**config.mk**
```make
export PLATFORM = sky130hd
export DESIGN_NAME = byte_to_c_string_literal_escaper_core
export DESIGN_NICKNAME = d
export VERILOG_FILES = /design/src/design/cse_pkg.sv /design/src/design/byte_to_c_string_literal_escaper_core.sv /design/src/design/cse_front.sv /design/src/design/cse_queue.sv /design/src/design/cse_back.sv
export VERILOG_INCLUDE_DIRS = /design/src /design/src/design
export SDC_FILE = /design/constraint.sdc
export NUM_CORES = 1
export LEC_CHECK = 0
export BUFFER_PORTS_ARGS = -buffer_cell sky130_fd_sc_hd__buf_2
export CORE_MARGIN = 4
export CORE_UTILIZATION = 60
export DETAILED_ROUTE_END_ITERATION = 8
export PLACE_DENSITY = 0.79
export SLEW_MARGIN = 0
export SYNTH_ARGS = -nofsm -noshare
export SYNTH_HDL_FRONTEND = slang
export SYNTH_SLANG_ARGS = --single-unit
export TNS_END_PERCENT = 1
```
**constraint.sdc**
```tcl
create_clock -name clk -period 4.4 [get_ports clk]
set_clock_uncertainty 0.2 [all_clocks]
set_input_delay 0.66 -clock clk [delete_from_list [all_inputs] [get_ports clk]]
set_output_delay 0.66 -clock clk [all_outputs]
set_load 0.02 [all_outputs]
```
**src/design/assert_macros.svh**
```systemverilog
// Assertion helpers shared by the escaper modules.
`ifndef ASSERT_MACROS_SVH
`define ASSERT_MACROS_SVH

`ifndef SYNTHESIS
// Property must hold at every clock edge outside reset.
`define ASSERT_CLK(label, clk, rst, prop) \
  label: assert property (@(posedge clk) disable iff (rst) (prop)) \
    else $error("assertion failed");
// Condition must never be seen at a clock edge outside reset.
`define ASSERT_NEVER(label, clk, rst, cond) \
  label: assert property (@(posedge clk) disable iff (rst) !(cond)) \
    else $error("forbidden condition seen");
`else
`define ASSERT_CLK(label, clk, rst, prop)
`define ASSERT_NEVER(label, clk, rst, cond)
`endif

`endif

```
**src/design/cse_pkg.sv**
```systemverilog
package cse_pkg;

  // Column handling
  localparam logic [6:0] COL_START   = 7'd3;
  localparam logic [6:0] COL_MAX     = 7'd127;
  localparam logic [6:0] WRAP_RESET  = 7'd70;

  // Byte classification bounds
  localparam logic [7:0] PRINT_LO    = 8'd33;
  localparam logic [7:0] PRINT_HI    = 8'd126;
  localparam logic [7:0] OCT_ONE_MAX = 8'd7;
  localparam logic [7:0] OCT_TWO_MAX = 8'd63;

  // ASCII characters that the encoder emits
  localparam logic [6:0] CH_QUOTE    = 7'h22;
  localparam logic [6:0] CH_NEWLINE  = 7'h0A;
  localparam logic [6:0] CH_SPACE    = 7'h20;
  localparam logic [6:0] CH_BSLASH   = 7'h5C;
  localparam logic [6:0] CH_ZERO     = 7'h30;
  localparam logic [6:0] CH_NINE     = 7'h39;

  // Length of the line break sequence, minus one
  localparam logic [2:0] BRK_LAST    = 3'd4;

  // Queue depth between classifier and emitter
  localparam int QDEPTH = 4;

  // Encoding kinds
  typedef logic [1:0] kind_t;
  localparam kind_t KIND_PLAIN = 2'd0;
  localparam kind_t KIND_ESC   = 2'd1;
  localparam kind_t KIND_GUARD = 2'd2;
  localparam kind_t KIND_OCT   = 2'd3;

  // One classified byte on its way to the emitter
  typedef struct packed {
    logic       brk;
    kind_t      kind;
    logic [7:0] data;
  } item_t;

  // Characters of the line break: quote, newline, two spaces, quote
  function automatic logic [6:0] brk_char(input logic [2:0] idx);
    logic [6:0] c;
    case (idx)
      3'd1:    c = CH_NEWLINE;
      3'd2:    c = CH_SPACE;
      3'd3:    c = CH_SPACE;
      default: c = CH_QUOTE;
    endcase
    return c;
  endfunction

endpackage

```
**src/design/byte_to_c_string_literal_escaper_core.sv**
```systemverilog
// Encodes raw bytes into the text of a double-quoted C string literal, one
// ASCII character per output request, with last set on the final character
// of each byte. Output runs at one character per clock while out_stall is
// low: a printable byte gives 1 character, an escaped quote or backslash 2,
// a guarded digit 3, an octal escape 2 to 4, and a line break adds 5 more,
// so a byte costs 1 to 9 characters and the output port sets the sustained
// rate. Input takes one byte per clock while the Depth-entry queue ahead of
// the character emitter has room; a byte passes the queue, current-item and
// output registers. User must write wrap_column via the cfg port only while
// the block is idle, which it does not enforce. cfg_ready is always high.
module byte_to_c_string_literal_escaper_core #(
  parameter int Depth = cse_pkg::QDEPTH
) (
  input  logic       clk,
  input  logic       rst,
  input  logic       cfg_valid,
  output logic       cfg_ready,
  input  logic [6:0] wrap_column,
  input  logic       in_valid,
  output logic       in_stall,
  input  logic [7:0] data_byte,
  input  logic       restart,
  output logic       out_valid,
  input  logic       out_stall,
  output logic [6:0] out_char,
  output logic       last
);

  logic           push;
  cse_pkg::item_t push_item;
  logic           pop;
  logic           q_valid;
  logic           q_full;
  cse_pkg::item_t q_item;

  assign cfg_ready = 1'b1;
  assign in_stall  = q_full;

  cse_front u_front (
    .clk         (clk),
    .rst         (rst),
    .cfg_valid   (cfg_valid),
    .wrap_column (wrap_column),
    .in_valid    (in_valid),
    .data_byte   (data_byte),
    .restart     (restart),
    .q_full      (q_full),
    .push        (push),
    .push_item   (push_item)
  );

  cse_queue #(
    .Depth (Depth)
  ) u_queue (
    .clk       (clk),
    .rst       (rst),
    .push      (push),
    .push_item (push_item),
    .pop       (pop),
    .q_valid   (q_valid),
    .q_full    (q_full),
    .q_item    (q_item)
  );

  cse_back u_back (
    .clk       (clk),
    .rst       (rst),
    .q_valid   (q_valid),
    .q_item    (q_item),
    .pop       (pop),
    .out_valid (out_valid),
    .out_stall (out_stall),
    .out_char  (out_char),
    .last      (last)
  );

endmodule

```
**src/design/cse_front.sv**
```systemverilog
`include "assert_macros.svh"

module cse_front (
  input  logic              clk,
  input  logic              rst,
  input  logic              cfg_valid,
  input  logic [6:0]        wrap_column,
  input  logic              in_valid,
  input  logic [7:0]        data_byte,
  input  logic              restart,
  input  logic              q_full,
  output logic              push,
  output cse_pkg::item_t    push_item
);

  logic [6:0] wrap;
  logic [6:0] column;
  logic       digit_guard;
  logic [6:0] column_next;
  logic       digit_guard_next;

  logic [6:0] col_eff;
  logic       guard_eff;
  logic       brk;
  logic [6:0] col_base;
  logic       guard_base;
  logic       is_oct;
  logic       is_digit;
  cse_pkg::kind_t kind;
  logic [2:0] adv;
  logic [7:0] col_sum;

  // Store the wrap limit
  always_ff @(posedge clk) begin
    if (rst) begin
      wrap <= cse_pkg::WRAP_RESET;
    end else if (cfg_valid) begin
      wrap <= wrap_column;
    end
  end

  assign push = in_valid && !q_full;

  // Classify the byte and work out the column it leaves behind
  always_comb begin
    col_eff    = restart ? cse_pkg::COL_START : column;
    guard_eff  = restart ? 1'b0 : digit_guard;
    brk        = col_eff > wrap;
    col_base   = brk ? cse_pkg::COL_START : col_eff;
    guard_base = brk ? 1'b0 : guard_eff;
    is_oct     = (data_byte < cse_pkg::PRINT_LO) || (data_byte > cse_pkg::PRINT_HI);
    is_digit   = (data_byte[6:0] >= cse_pkg::CH_ZERO) && (data_byte[6:0] <= cse_pkg::CH_NINE)
                 && !data_byte[7];
    if (is_oct) begin
      kind = cse_pkg::KIND_OCT;
      adv  = 3'd2 + {2'b0, data_byte > cse_pkg::OCT_ONE_MAX}
                  + {2'b0, data_byte > cse_pkg::OCT_TWO_MAX};
    end else if ((data_byte[6:0] == cse_pkg::CH_BSLASH)
                 || (data_byte[6:0] == cse_pkg::CH_QUOTE)) begin
      kind = cse_pkg::KIND_ESC;
      adv  = 3'd2;
    end else if (guard_base && is_digit) begin
      kind = cse_pkg::KIND_GUARD;
      adv  = 3'd3;
    end else begin
      kind = cse_pkg::KIND_PLAIN;
      adv  = 3'd1;
    end
    col_sum          = {1'b0, col_base} + {5'b0, adv};
    column_next      = col_sum[7] ? cse_pkg::COL_MAX : col_sum[6:0];
    digit_guard_next = is_oct && (data_byte <= cse_pkg::OCT_TWO_MAX);
  end

  assign push_item.brk  = brk;
  assign push_item.kind = kind;
  assign push_item.data = data_byte;

  // Advance column state on each accepted byte
  always_ff @(posedge clk) begin
    if (rst) begin
      column      <= cse_pkg::COL_START;
      digit_guard <= 1'b0;
    end else if (push) begin
      column      <= column_next;
      digit_guard <= digit_guard_next;
    end
  end

  `ASSERT_NEVER(a_col_floor, clk, rst, column < cse_pkg::COL_START)
  `ASSERT_CLK(a_guard_after_short_oct, clk, rst,
              $past(push && !rst) |-> (digit_guard == $past((push_item.kind == cse_pkg::KIND_OCT) && (data_byte <= cse_pkg::OCT_TWO_MAX))))

endmodule

```
**src/design/cse_queue.sv**
```systemverilog
`include "assert_macros.svh"

module cse_queue #(
  parameter int Depth = cse_pkg::QDEPTH
) (
  input  logic           clk,
  input  logic           rst,
  input  logic           push,
  input  cse_pkg::item_t push_item,
  input  logic           pop,
  output logic           q_valid,
  output logic           q_full,
  output cse_pkg::item_t q_item
);

  localparam int PtrW = (Depth > 1) ? $clog2(Depth) : 1;
  localparam int CntW = $clog2(Depth + 1);

  cse_pkg::item_t slots [Depth];
  logic [PtrW-1:0] wr_ptr;
  logic [PtrW-1:0] rd_ptr;
  logic [CntW-1:0] count;

  assign q_valid = count != '0;
  assign q_full  = count == CntW'(Depth);
  assign q_item  = slots[rd_ptr];

  // Write the request into its slot
  always_ff @(posedge clk) begin
    if (push) begin
      slots[wr_ptr] <= push_item;
    end
  end

  // Move pointers and occupancy
  always_ff @(posedge clk) begin
    if (rst) begin
      wr_ptr <= '0;
      rd_ptr <= '0;
      count  <= '0;
    end else begin
      if (push) begin
        wr_ptr <= (wr_ptr == PtrW'(Depth - 1)) ? '0 : wr_ptr + 1'b1;
      end
      if (pop) begin
        rd_ptr <= (rd_ptr == PtrW'(Depth - 1)) ? '0 : rd_ptr + 1'b1;
      end
      if (push && !pop) begin
        count <= count + 1'b1;
      end else if (pop && !push) begin
        count <= count - 1'b1;
      end
    end
  end

  `ASSERT_NEVER(a_no_overflow, clk, rst, push && q_full)
  `ASSERT_NEVER(a_no_underflow, clk, rst, pop && !q_valid)

endmodule

```
**src/design/cse_back.sv**
```systemverilog
`include "assert_macros.svh"

module cse_back (
  input  logic           clk,
  input  logic           rst,
  input  logic           q_valid,
  input  cse_pkg::item_t q_item,
  output logic           pop,
  output logic           out_valid,
  input  logic           out_stall,
  output logic [6:0]     out_char,
  output logic           last
);

  logic           cur_valid;
  cse_pkg::item_t cur;
  logic           in_brk;
  logic [2:0]     brk_cnt;
  logic [1:0]     body_idx;

  logic [1:0] top_digit;
  logic [1:0] body_last;
  logic [1:0] shift;
  logic [2:0] digit;
  logic [6:0] ch;
  logic       ch_last;
  logic       out_ready;
  logic       adv;
  logic       load;

  // Pick the character for the current step
  always_comb begin
    top_digit = (cur.data > cse_pkg::OCT_TWO_MAX) ? 2'd2 :
                (cur.data > cse_pkg::OCT_ONE_MAX) ? 2'd1 : 2'd0;
    shift = top_digit + 2'd1 - body_idx;
    case (shift)
      2'd2:    digit = {1'b0, cur.data[7:6]};
      2'd1:    digit = cur.data[5:3];
      default: digit = cur.data[2:0];
    endcase
    unique case (cur.kind)
      cse_pkg::KIND_OCT: begin
        body_last = top_digit + 2'd1;
        ch = (body_idx == 2'd0) ? cse_pkg::CH_BSLASH : cse_pkg::CH_ZERO + {4'b0, digit};
      end
      cse_pkg::KIND_ESC: begin
        body_last = 2'd1;
        ch = (body_idx == 2'd0) ? cse_pkg::CH_BSLASH : cur.data[6:0];
      end
      cse_pkg::KIND_GUARD: begin
        body_last = 2'd2;
        ch = (body_idx < 2'd2) ? cse_pkg::CH_QUOTE : cur.data[6:0];
      end
      default: begin
        body_last = 2'd0;
        ch = cur.data[6:0];
      end
    endcase
    if (in_brk) begin
      ch = cse_pkg::brk_char(brk_cnt);
    end
    ch_last = !in_brk && (body_idx == body_last);
  end

  assign out_ready = !out_valid || !out_stall;
  assign adv       = cur_valid && out_ready;
  assign load      = !cur_valid || (adv && ch_last);
  assign pop       = load && q_valid;

  // Hold the request being emitted and step through its characters
  always_ff @(posedge clk) begin
    if (rst) begin
      cur_valid <= 1'b0;
      in_brk    <= 1'b0;
      brk_cnt   <= '0;
      body_idx  <= '0;
    end else if (pop) begin
      cur_valid <= 1'b1;
      in_brk    <= q_item.brk;
      brk_cnt   <= '0;
      body_idx  <= '0;
    end else if (adv) begin
      if (ch_last) begin
        cur_valid <= 1'b0;
      end else if (in_brk) begin
        if (brk_cnt == cse_pkg::BRK_LAST) begin
          in_brk <= 1'b0;
        end else begin
          brk_cnt <= brk_cnt + 3'd1;
        end
      end else begin
        body_idx <= body_idx + 2'd1;
      end
    end
  end

  always_ff @(posedge clk) begin
    if (pop) begin
      cur <= q_item;
    end
  end

  // Output register
  always_ff @(posedge clk) begin
    if (rst) begin
      out_valid <= 1'b0;
    end else if (out_ready) begin
      out_valid <= cur_valid;
    end
  end

  always_ff @(posedge clk) begin
    if (out_ready) begin
      out_char <= ch;
      last     <= ch_last;
    end
  end

  `ASSERT_NEVER(a_brk_before_body, clk, rst, cur_valid && in_brk && body_idx != 2'd0)
  `ASSERT_NEVER(a_brk_count_range, clk, rst, cur_valid && in_brk && brk_cnt > cse_pkg::BRK_LAST)

endmodule

```
==> results of run 1 <==
==> registers in the layout (all words and copies together) (netlist names), 3 cells and up, named ones only <==
name	flops
u_front.wrap	7
u_back.cur	10
u_back.out_char	7
u_queue.slots	44
u_queue.count	3
u_back.brk_cnt	3
u_front.column	7
==> cell usage in the layout (no fill, tap or decap), drive strengths merged, types with 7 or more instances in the layout <==
cell type / instances
or2: 7
ha: 26
dfxtp: 32
nand2: 27
edfxtp: 62
nor2: 27
clkbuf: 10
mux2i: 9
a21oi: 26
nor3: 11
buf: 31
inv: 25
o21ai: 14
nor2b: 8
mux4: 11
nand3: 8
==> per-stage QoR <==
stage	util	hold slack [ps]
6_report	0.682	295
5_1_grt	0.682	313
3_3_place_gp	0.655	268
4_1_cts	0.682	297
3_5_place_dp	0.655	281
2_1_floorplan	-	254
==> cell type report <==
class | instances | area share
Sequential cell | 94 | 0.503
Clock inverter | 6 | 0.0141
Clock buffer | 10 | 0.0257
Multi-Input combinational cell | 246 | 0.382
Inverter | 24 | 0.0181
Timing Repair Buffer | 31 | 0.0317
Tap cell | 99 | 0.0249
==> report_power, final <==
part,internal [W],leakage [nW],switching (W)
combinational,0.000398,0.950,0.000490
sequential,0.00118,0.847,0.000180
clock,0.000268,0.101,0.000307
total,0.00185,1.90,0.000977
==> metal layers <==
layer	vias up	share of wire	global-route usage	wire length (µm)
li1	1449	-	-	-
met4	0	0.018	0.0938	148
met2	90	0.50	0.326	4070
met5	-	0	0	0
met1	1410	0.43	0.257	3510
met3	14	0.050	0.0347	409
==> logic make-up (layout without fill, tap and decap cells) <==
kind of cell               Yosys count  count (layout)  share of synthesized area
adders and majority gates           28              28                     0.0804
DFF                                 94              94                      0.551
AOI/OAI and AO/OA                   72              72                      0.109
and+or+nand+nor                    116             116                      0.135
other                                1               1                   0.000825
muxes                               22              22                     0.0801
buffers and inverters               35              71                     0.0308
xor gates and xnor gates             7               7                     0.0135
==> worst max-delay path, cell delays in order <==
cell and delay, ps:
buf_2 170, or2_2 290, ha_1 290, nand3_1 70, or2_1 230, o22ai_2 180, and3_1 190, a2bb2oi_1 290
ha_1 290, a21o_1 150, a21oi_1 370, nor2_1 110, a21oi_1 310, a211oi_1 130
==> final timing paths <==
check,start,slack (ps),to
worst max register to register,u_front.column[1],810,u_front.column[6]
worst min register to register,u_queue.rd_ptr[1],300,register
worst min-delay path,u_queue.rd_ptr[1],300,register
worst max-delay path,restart,690,u_front.column[6]
==> out/results.txt, run 1 <==
Syn Nets -> 424
Place WS -> 378 ps
Synth cell count leaders -> edfxtp_1 (62), dfxtp_1 (32), nand2_1 (27), nor2_1 (27)
Wire length per cell -> 16.0 µm
Die area -> 9030 µm²
Multi-input gate area -> 1900 µm²
Synth warnings -> 0
CTS H-tree depth -> 3
Tmin final -> 3710 ps
Total CTS buffers -> 9
Vias per cell -> 5.81
DR DRC count -> 0
Final Setup Violations -> 0
Iter 0 DRT Violations -> 199
Largest net degree at the start of global routing -> 23
Grt ovf -> 0
Hold Path Depth -> 2
Pwr Total -> 0.00282 W
Least-Margin Pin Slew -> 738 ps
Crit end category -> register
Kind of critical path -> in -> reg
Detailed Route WL -> 8140 µm
Max Buffers Root-to-Sink -> 2
RSZ-0062 raised after global routing -> false
Pre-antenna DRT Iters -> 5
Ports -> 32
Layout cells sized above 1 -> 0.190
Syn Inst Count -> 375
Mapped cell area -> 4540 µm²
CTS tree -> built
Die width -> 95.0 µm
Fmax -> 0.269 GHz
Clock-pin transition on the worst setup and hold timing paths -> 90 ps
Max_cap viols -> 0
R2R cell count -> 13
Post-CTS setup buffers -> 0
Die height -> 95.0 µm
Power per cell area -> 568 nW/µm²
CTS root buf -> clkbuf_8
Routability cong. -> 0.859
Placed cell areas -> 4770 µm²
Ant. Diodes -> 0
Number of filler cells placed in the layout -> 553
Post-synth cell types -> 64
Rows -> 31
Static Leak -> 1.90 nW
Yosys top cell by area -> edfxtp_1
Async S/R FF share, synth -> 0
Placed Cells -> 494
Post-DRT Antenna Nets -> 0
CORE AREA -> 7290 µm²
Vias post-DR -> 2963
Post-synth EDFFs -> 62
Finished Layout Cells -> 510
Final WS setup -> 689 ps
Final Hold Vio Count -> 0
Required time worst endpoint -> 4420 ps
Setup crit start kind -> input port
# port buffers -> 30
Relative slew margins -> 0.508
Slew Limit Fails -> 0
Clk sinks -> 94
Design Area, Final -> 4970 µm²
CTS Hold Buffers Added -> 0
Worst skew pair latency -> 350 ps
All-Layer GR Usage -> 0.198
Status -> completed
Hold Crit Class -> reg -> reg
Synth Flop Type -> edfxtp_1
Max VDD drop -> 259 µV
Seq/Total Area, Yosys -> 0.551
Dpl hpwl -> 5780 µm
Worst Path Arrival -> 3730 ps
Cell with the most instances after synthesis -> edfxtp_1
Initial antenna violation count -> 0
Vias in the first global route -> 2995
Setup Total Neg Slack -> 0 ps
Area added between synthesis and finish -> 9.45%
Synth area leaders -> edfxtp_1 (41%), dfxtp_1 (14%), ha_1 (7.2%)
Yosys reg bits -> 94
Initial Util -> 0.623
Syn_area_per_cell -> 12.1 µm²
Share of the synthesized area in the top cell type -> 0.410
Nets -> 455
Global-route wire length before repair -> 13700 µm
Register area -> 2500 µm²
CP max FO -> 11
Final Cycle Share -> 0.844
PostCTS Resize Cnt -> 0
Power figures use the tool's default switching activity.
==> inputs of run 2 (changes only) <==
- clock period: 4.4 -> 3.5 ns (I/O delays scaled with it)
==> out/results.txt, run 2 (synthesis gave the netlist of run 1 again) <==
Vias in the first global route -> 2972 (-0.77%)
Required time worst endpoint -> 3520 ps (-900 ps)
Vias post-DR -> 2941 (-0.74%)
Dpl hpwl -> 6050 µm (+4.7%)
Vias per cell -> 5.71 (-1.7%)
Total CTS buffers -> 9 (unchanged)
Grt ovf -> 0 (unchanged)
Tmin final -> 3220 ps
Register area -> 2500 µm² (unchanged)
Number of filler cells placed in the layout -> 533 (-3.6%)
CTS root buf -> clkbuf_8
DR DRC count -> 0 (unchanged)
Max Buffers Root-to-Sink -> 2 (unchanged)
CP max-delay cell -> dfxtp_1
Status -> completed
Area added between synthesis and finish -> 11.3%
CTS H-tree depth -> 3 (unchanged)
Static Leak -> 1.92 nW (+1.2%)
Biggest regs -> u_queue.slots: 44 flops, u_back.cur: 10 flops
Top reg by flops -> u_queue.slots
Final WS setup -> 279 ps (-409 ps)
# port buffers -> 30 (unchanged)
Fmax -> 0.310 GHz
CTS Hold Buffers Added -> 0 (unchanged)
Initial Util -> 0.623 (unchanged)
Post-CTS setup buffers -> 0 (unchanged)
Max_cap viols -> 0 (unchanged)
Ports -> 32 (unchanged)
Power per cell area -> 705 nW/µm² (+24%)
Worst Hold Slack -> 190 ps (-105 ps)
Die area -> 9030 µm² (unchanged)
Largest net degree at the start of global routing -> 23 (unchanged)
Least-Margin Pin Slew -> 729 ps (-8.68 ps)
Critical-path cell list -> or2_4 -> ha_4 -> nand3_1 -> or2_1 -> o22ai_4 -> and3_4 -> a2bb2oi_4 -> ha_1 -> a21o_1 -> a21oi_2 -> nor2_1 -> a21oi_1 -> a211oi_1
Final Setup Violations -> 0 (unchanged)
Place WS -> -54.2 ps (-433 ps)
Initial antenna violation count -> 0 (unchanged)
Max VDD drop -> 333 µV (+28%)
Nets -> 460 (+1.1%)
Design Area, Final -> 5060 µm² (+1.7%)
CORE AREA -> 7290 µm² (unchanged)
Die height -> 95.0 µm (unchanged)
Max FFs per register -> 44 (unchanged)
Hold Crit Class -> in -> reg
RSZ-0062 raised after global routing -> false
Iter 0 DRT Violations -> 157 (-21%)
Worst Path Arrival -> 3250 ps (-480 ps)
Detailed Route WL -> 8280 µm (+1.7%)
CTS tree -> built
CP max FO -> 4 (-7)
Multi-input gate area -> 1950 µm² (+2.6%)
Routability cong. -> 0.905 (+5.4%)
Setup Total Neg Slack -> 0 ps (unchanged)
Setup crit start kind -> register
Die width -> 95.0 µm (unchanged)
Slew Limit Fails -> 0 (unchanged)
Worst skew pair latency -> 350 ps (about the same)
Final Hold Vio Count -> 0 (unchanged)
Relative slew margins -> 0.513 (+0.00579)
Clk sinks -> 94 (unchanged)
Rows -> 31 (unchanged)
Critical path's largest stage delay -> 350 ps (-20 ps)
Pwr Total -> 0.00357 W (+26%)
Layout cells sized above 1 -> 0.207 (+0.0169)
Ant. Diodes -> 0 (unchanged)
Commonest non-fill, non-tap cell in the layout -> edfxtp_1
All-Layer GR Usage -> 0.202 (+0.00300)
Final Cycle Share -> 0.920
Wire length per cell -> 16.1 µm (+0.74%)
Crit end category -> register
Placed cell areas -> 4860 µm² (+1.8%)
PostCTS Resize Cnt -> 0 (unchanged)
Commonest cells after routing, fill and taps aside -> edfxtp_1 (62), dfxtp_1 (32), buf_2 (30), nand2_1 (27), nor2_1 (27)
Pre-antenna DRT Iters -> 4 (-1)
Clock-pin transition on the worst setup and hold timing paths -> 90 ps (about the same)
Post-DRT Antenna Nets -> 0 (unchanged)
Kind of critical path -> reg -> reg
Global-route wire length before repair -> 13800 µm (+0.40%)
[run 2: metrics by stage]
step,utilization,cells
after detailed placement,0.667,499
after CTS,0.694,515
after global routing,0.694,515
after floorplan,-,375
after global placement,0.667,499
final,0.694,515
[run 2: path summary, 6_finish.rpt]
check,start,to,slack (ps),depth (start not counted)
worst max-delay path,u_front.column[1],u_front.column[6],280,13
worst min register to register,u_front.wrap[2],u_front.wrap[2],300,2
worst min-delay path,wrap_column[2],u_front.wrap[2],190,3
worst max register to register,u_front.column[1],u_front.column[6],280,13
[run 2: cell type report]
cell class | count | area share
clock buffers | 10 | 0.0252
clock inverters | 6 | 0.0139
inverters | 24 | 0.0178
multi-input cells | 246 | 0.385
flip-flops and latches | 94 | 0.495
well taps | 99 | 0.0245
repair buffers | 36 | 0.0386
[run 2: critical path, delay by kind of cell, from the launching register on]
family,cells,cell delay (ps)
flops,1,350
fa+ha+maj,2,520
simple gates,5,900
compound gates,6,1120
[run 2: per-layer routing]
layer  vias up  share of wire  global-route usage
li1       1465              -                   -
met1      1417           0.44               0.248
met2        51           0.52               0.353
met3         8          0.032              0.0410
met4         0         0.0081              0.0697
met5         -              0                   0
[run 2: report_power, final]
part	switching [W]	internal, W	leakage (nW)	total (W)
clock network	0.000378	0.000337	0.0964	0.000715
registers	0.000233	0.00148	0.847	0.00172
logic	0.000621	0.000512	0.977	0.00113
==> inputs of run 3 (changes only) <==
- PLACE_DENSITY: 0.79 -> not set
- PLACE_DENSITY_LB_ADDON: not set -> 0.15
==> out/results.txt, run 3 (synthesis gave the netlist of run 1 again) <==
Post-layout util -> 0.696 (+0.00223)
Max FFs per register -> 44 (unchanged)
Iter 0 DRT Violations -> 123 (-22%)
Status -> completed
Hold path start -> wrap_column[6]
Finished Layout Cells -> 518 (+0.58%)
Layout cells sized above 1 -> 0.220 (+0.0128)
Commonest non-fill, non-tap cell in the layout -> edfxtp_1
Power per cell area -> 695 nW/µm² (-1.5%)
Met2 wire len -> 4100 µm (-5.1%)
Met1 Wirelength -> 3630 µm (about the same)
Clock-pin transition on the worst setup and hold timing paths -> 90 ps (about the same)
# port buffers -> 30 (unchanged)
Critical Path Start -> u_front.column[3]
Pwr Total -> 0.00352 W (-1.1%)
Relative slew margins -> 0.536 (+0.0230)
Vias per cell -> 5.75 (+0.60%)
Initial Util -> 0.623 (unchanged)
Hold Crit Class -> in -> reg
Ports -> 32 (unchanged)
Max VDD drop -> 340 µV (+2.4%)
Slew Limit Fails -> 0 (unchanged)
All-Layer GR Usage -> 0.197 (-0.00495)
Met3 wire len -> 276 µm (+4.9%)
Biggest regs -> u_queue.slots: 44 flops, u_back.cur: 10 flops
CORE AREA -> 7290 µm² (unchanged)
Pre-antenna DRT Iters -> 4 (unchanged)
Wire length per cell -> 15.7 µm (-2.4%)
Max_cap viols -> 0 (unchanged)
Area added between synthesis and finish -> 11.7%
Rows -> 31 (unchanged)
Largest net degree at the start of global routing -> 23 (unchanged)
Dpl hpwl -> 6000 µm (-0.96%)
Top reg by flops -> u_queue.slots
CTS root buf -> clkbuf_8
Placed cell areas -> 4880 µm² (+0.46%)
Kind of critical path -> reg -> reg
Final Setup Violations -> 0 (unchanged)
Die height -> 95.0 µm (unchanged)
Final WS setup -> 193 ps (-85.7 ps)
CP max FO -> 5 (+1)
Final Hold Vio Count -> 0 (unchanged)
CTS tree -> built
Die area -> 9030 µm² (unchanged)
Final Cycle Share -> 0.945 (+0.0245)
Worst r2r src -> u_front.column[3]
Worst Path Arrival -> 3410 ps (+160 ps)
Required time worst endpoint -> 3600 ps (+80 ps)
Setup crit start kind -> register
Commonest cells after routing, fill and taps aside -> edfxtp_1 (62), dfxtp_1 (32), buf_2 (30), nand2_1 (27), nor2_1 (27)
Clk sinks -> 94 (unchanged)
Grt ovf -> 0 (unchanged)
Die width -> 95.0 µm (unchanged)
Ant. Diodes -> 0 (unchanged)
Nets -> 463 (+0.65%)
Total CTS buffers -> 9 (unchanged)
Global-route wire length before repair -> 13500 µm (-1.8%)
RSZ-0062 raised after global routing -> false
DR DRC count -> 0 (unchanged)
Place WS -> -99.8 ps (-45.6 ps)
Detailed Route WL -> 8130 µm (-1.9%)
Design Area, Final -> 5070 µm² (+0.32%)
Fmax -> 0.302 GHz (-2.6%)
Least-Margin Pin Slew -> 695 ps (-34.4 ps)
Placed Cells -> 502 (+0.60%)
CTS Hold Buffers Added -> 0 (unchanged)
Crit end category -> register
Post-CTS setup buffers -> 0 (unchanged)
Vias in the first global route -> 2871 (-3.4%)
Max Buffers Root-to-Sink -> 2 (unchanged)
Static Leak -> 1.93 nW (+0.40%)
Routability cong. -> 0.897 (-0.81%)
Post-DRT Antenna Nets -> 0 (unchanged)
Initial antenna violation count -> 0 (unchanged)
Worst skew pair latency -> 350 ps (about the same)
Highest Signal Layer -> met4
CTS H-tree depth -> 3 (unchanged)
PostCTS Resize Cnt -> 0 (unchanged)
Tmin final -> 3310 ps (+85.7 ps)
Vias post-DR -> 2976 (+1.2%)
Number of filler cells placed in the layout -> 544 (+2.1%)
## run 3: cell count changes in the layout (fill, tap and decap cells not counted)
cell	before	now
buf_4	6	9
a21oi_1	25	24
a21oi_2	1	2
bufinv_16	1	0
clkbuf_1	1	0
clkinv_1	2	1
clkinv_4	1	2
clkinvlp_4	1	2
inv_8	1	2
## run 3: worst max-delay path, cell delays in order (launching register included)
cell	delay (ps)
dfxtp_1	360
nor2b_1	160
ha_1	280
nand4_1	150
or2_1	310
o22ai_4	230
and3_4	230
a2bb2oi_4	170
ha_1	250
a21o_1	170
a21oi_2	190
and3b_1	210
mux2i_1	160
o221a_2	200
## run 3: metal layers
layer / vias up / GRT usage
met5: - / 0
met4: 0 / 0.0841
met1: 1437 / 0.253
met3: 11 / 0.0284
li1: 1465 / -
met2: 63 / 0.334
## run 3: stage by stage
stage,setup TNS (ps),hold WS (ps)
6_report,0,177
5_1_grt,0,195
4_1_cts,0,159
3_5_place_dp,-268,272
3_3_place_gp,0,268
2_1_floorplan,0,254
## run 3: final timing paths
path                  endpoint  slack (ps)  cells after the start
max          u_front.column[3]         190                     13
min            u_front.wrap[6]         180                      3
max reg2reg  u_front.column[3]         190                     13
min reg2reg  u_queue.rd_ptr[1]         290                      2
## run 3: report_power, final
part	switching [W]	internal, W
Combinational	0.000619	0.000519
Clock	0.000399	0.000273
Sequential	0.000231	0.00148
## run 3: cell type report
| cell class | instances | area [µm²] | area share |
|---|---|---|---|
| Sequential cell | 94 | 2500 | 0.493 |
| Clock buffer | 9 | 124 | 0.0244 |
| Inverter | 24 | 90.1 | 0.0178 |
| Multi-Input combinational cell | 246 | 1950 | 0.385 |
| Timing Repair Buffer | 39 | 218 | 0.0429 |
| Tap cell | 99 | 124 | 0.0244 |
| Clock inverter | 7 | 63.8 | 0.0126 |
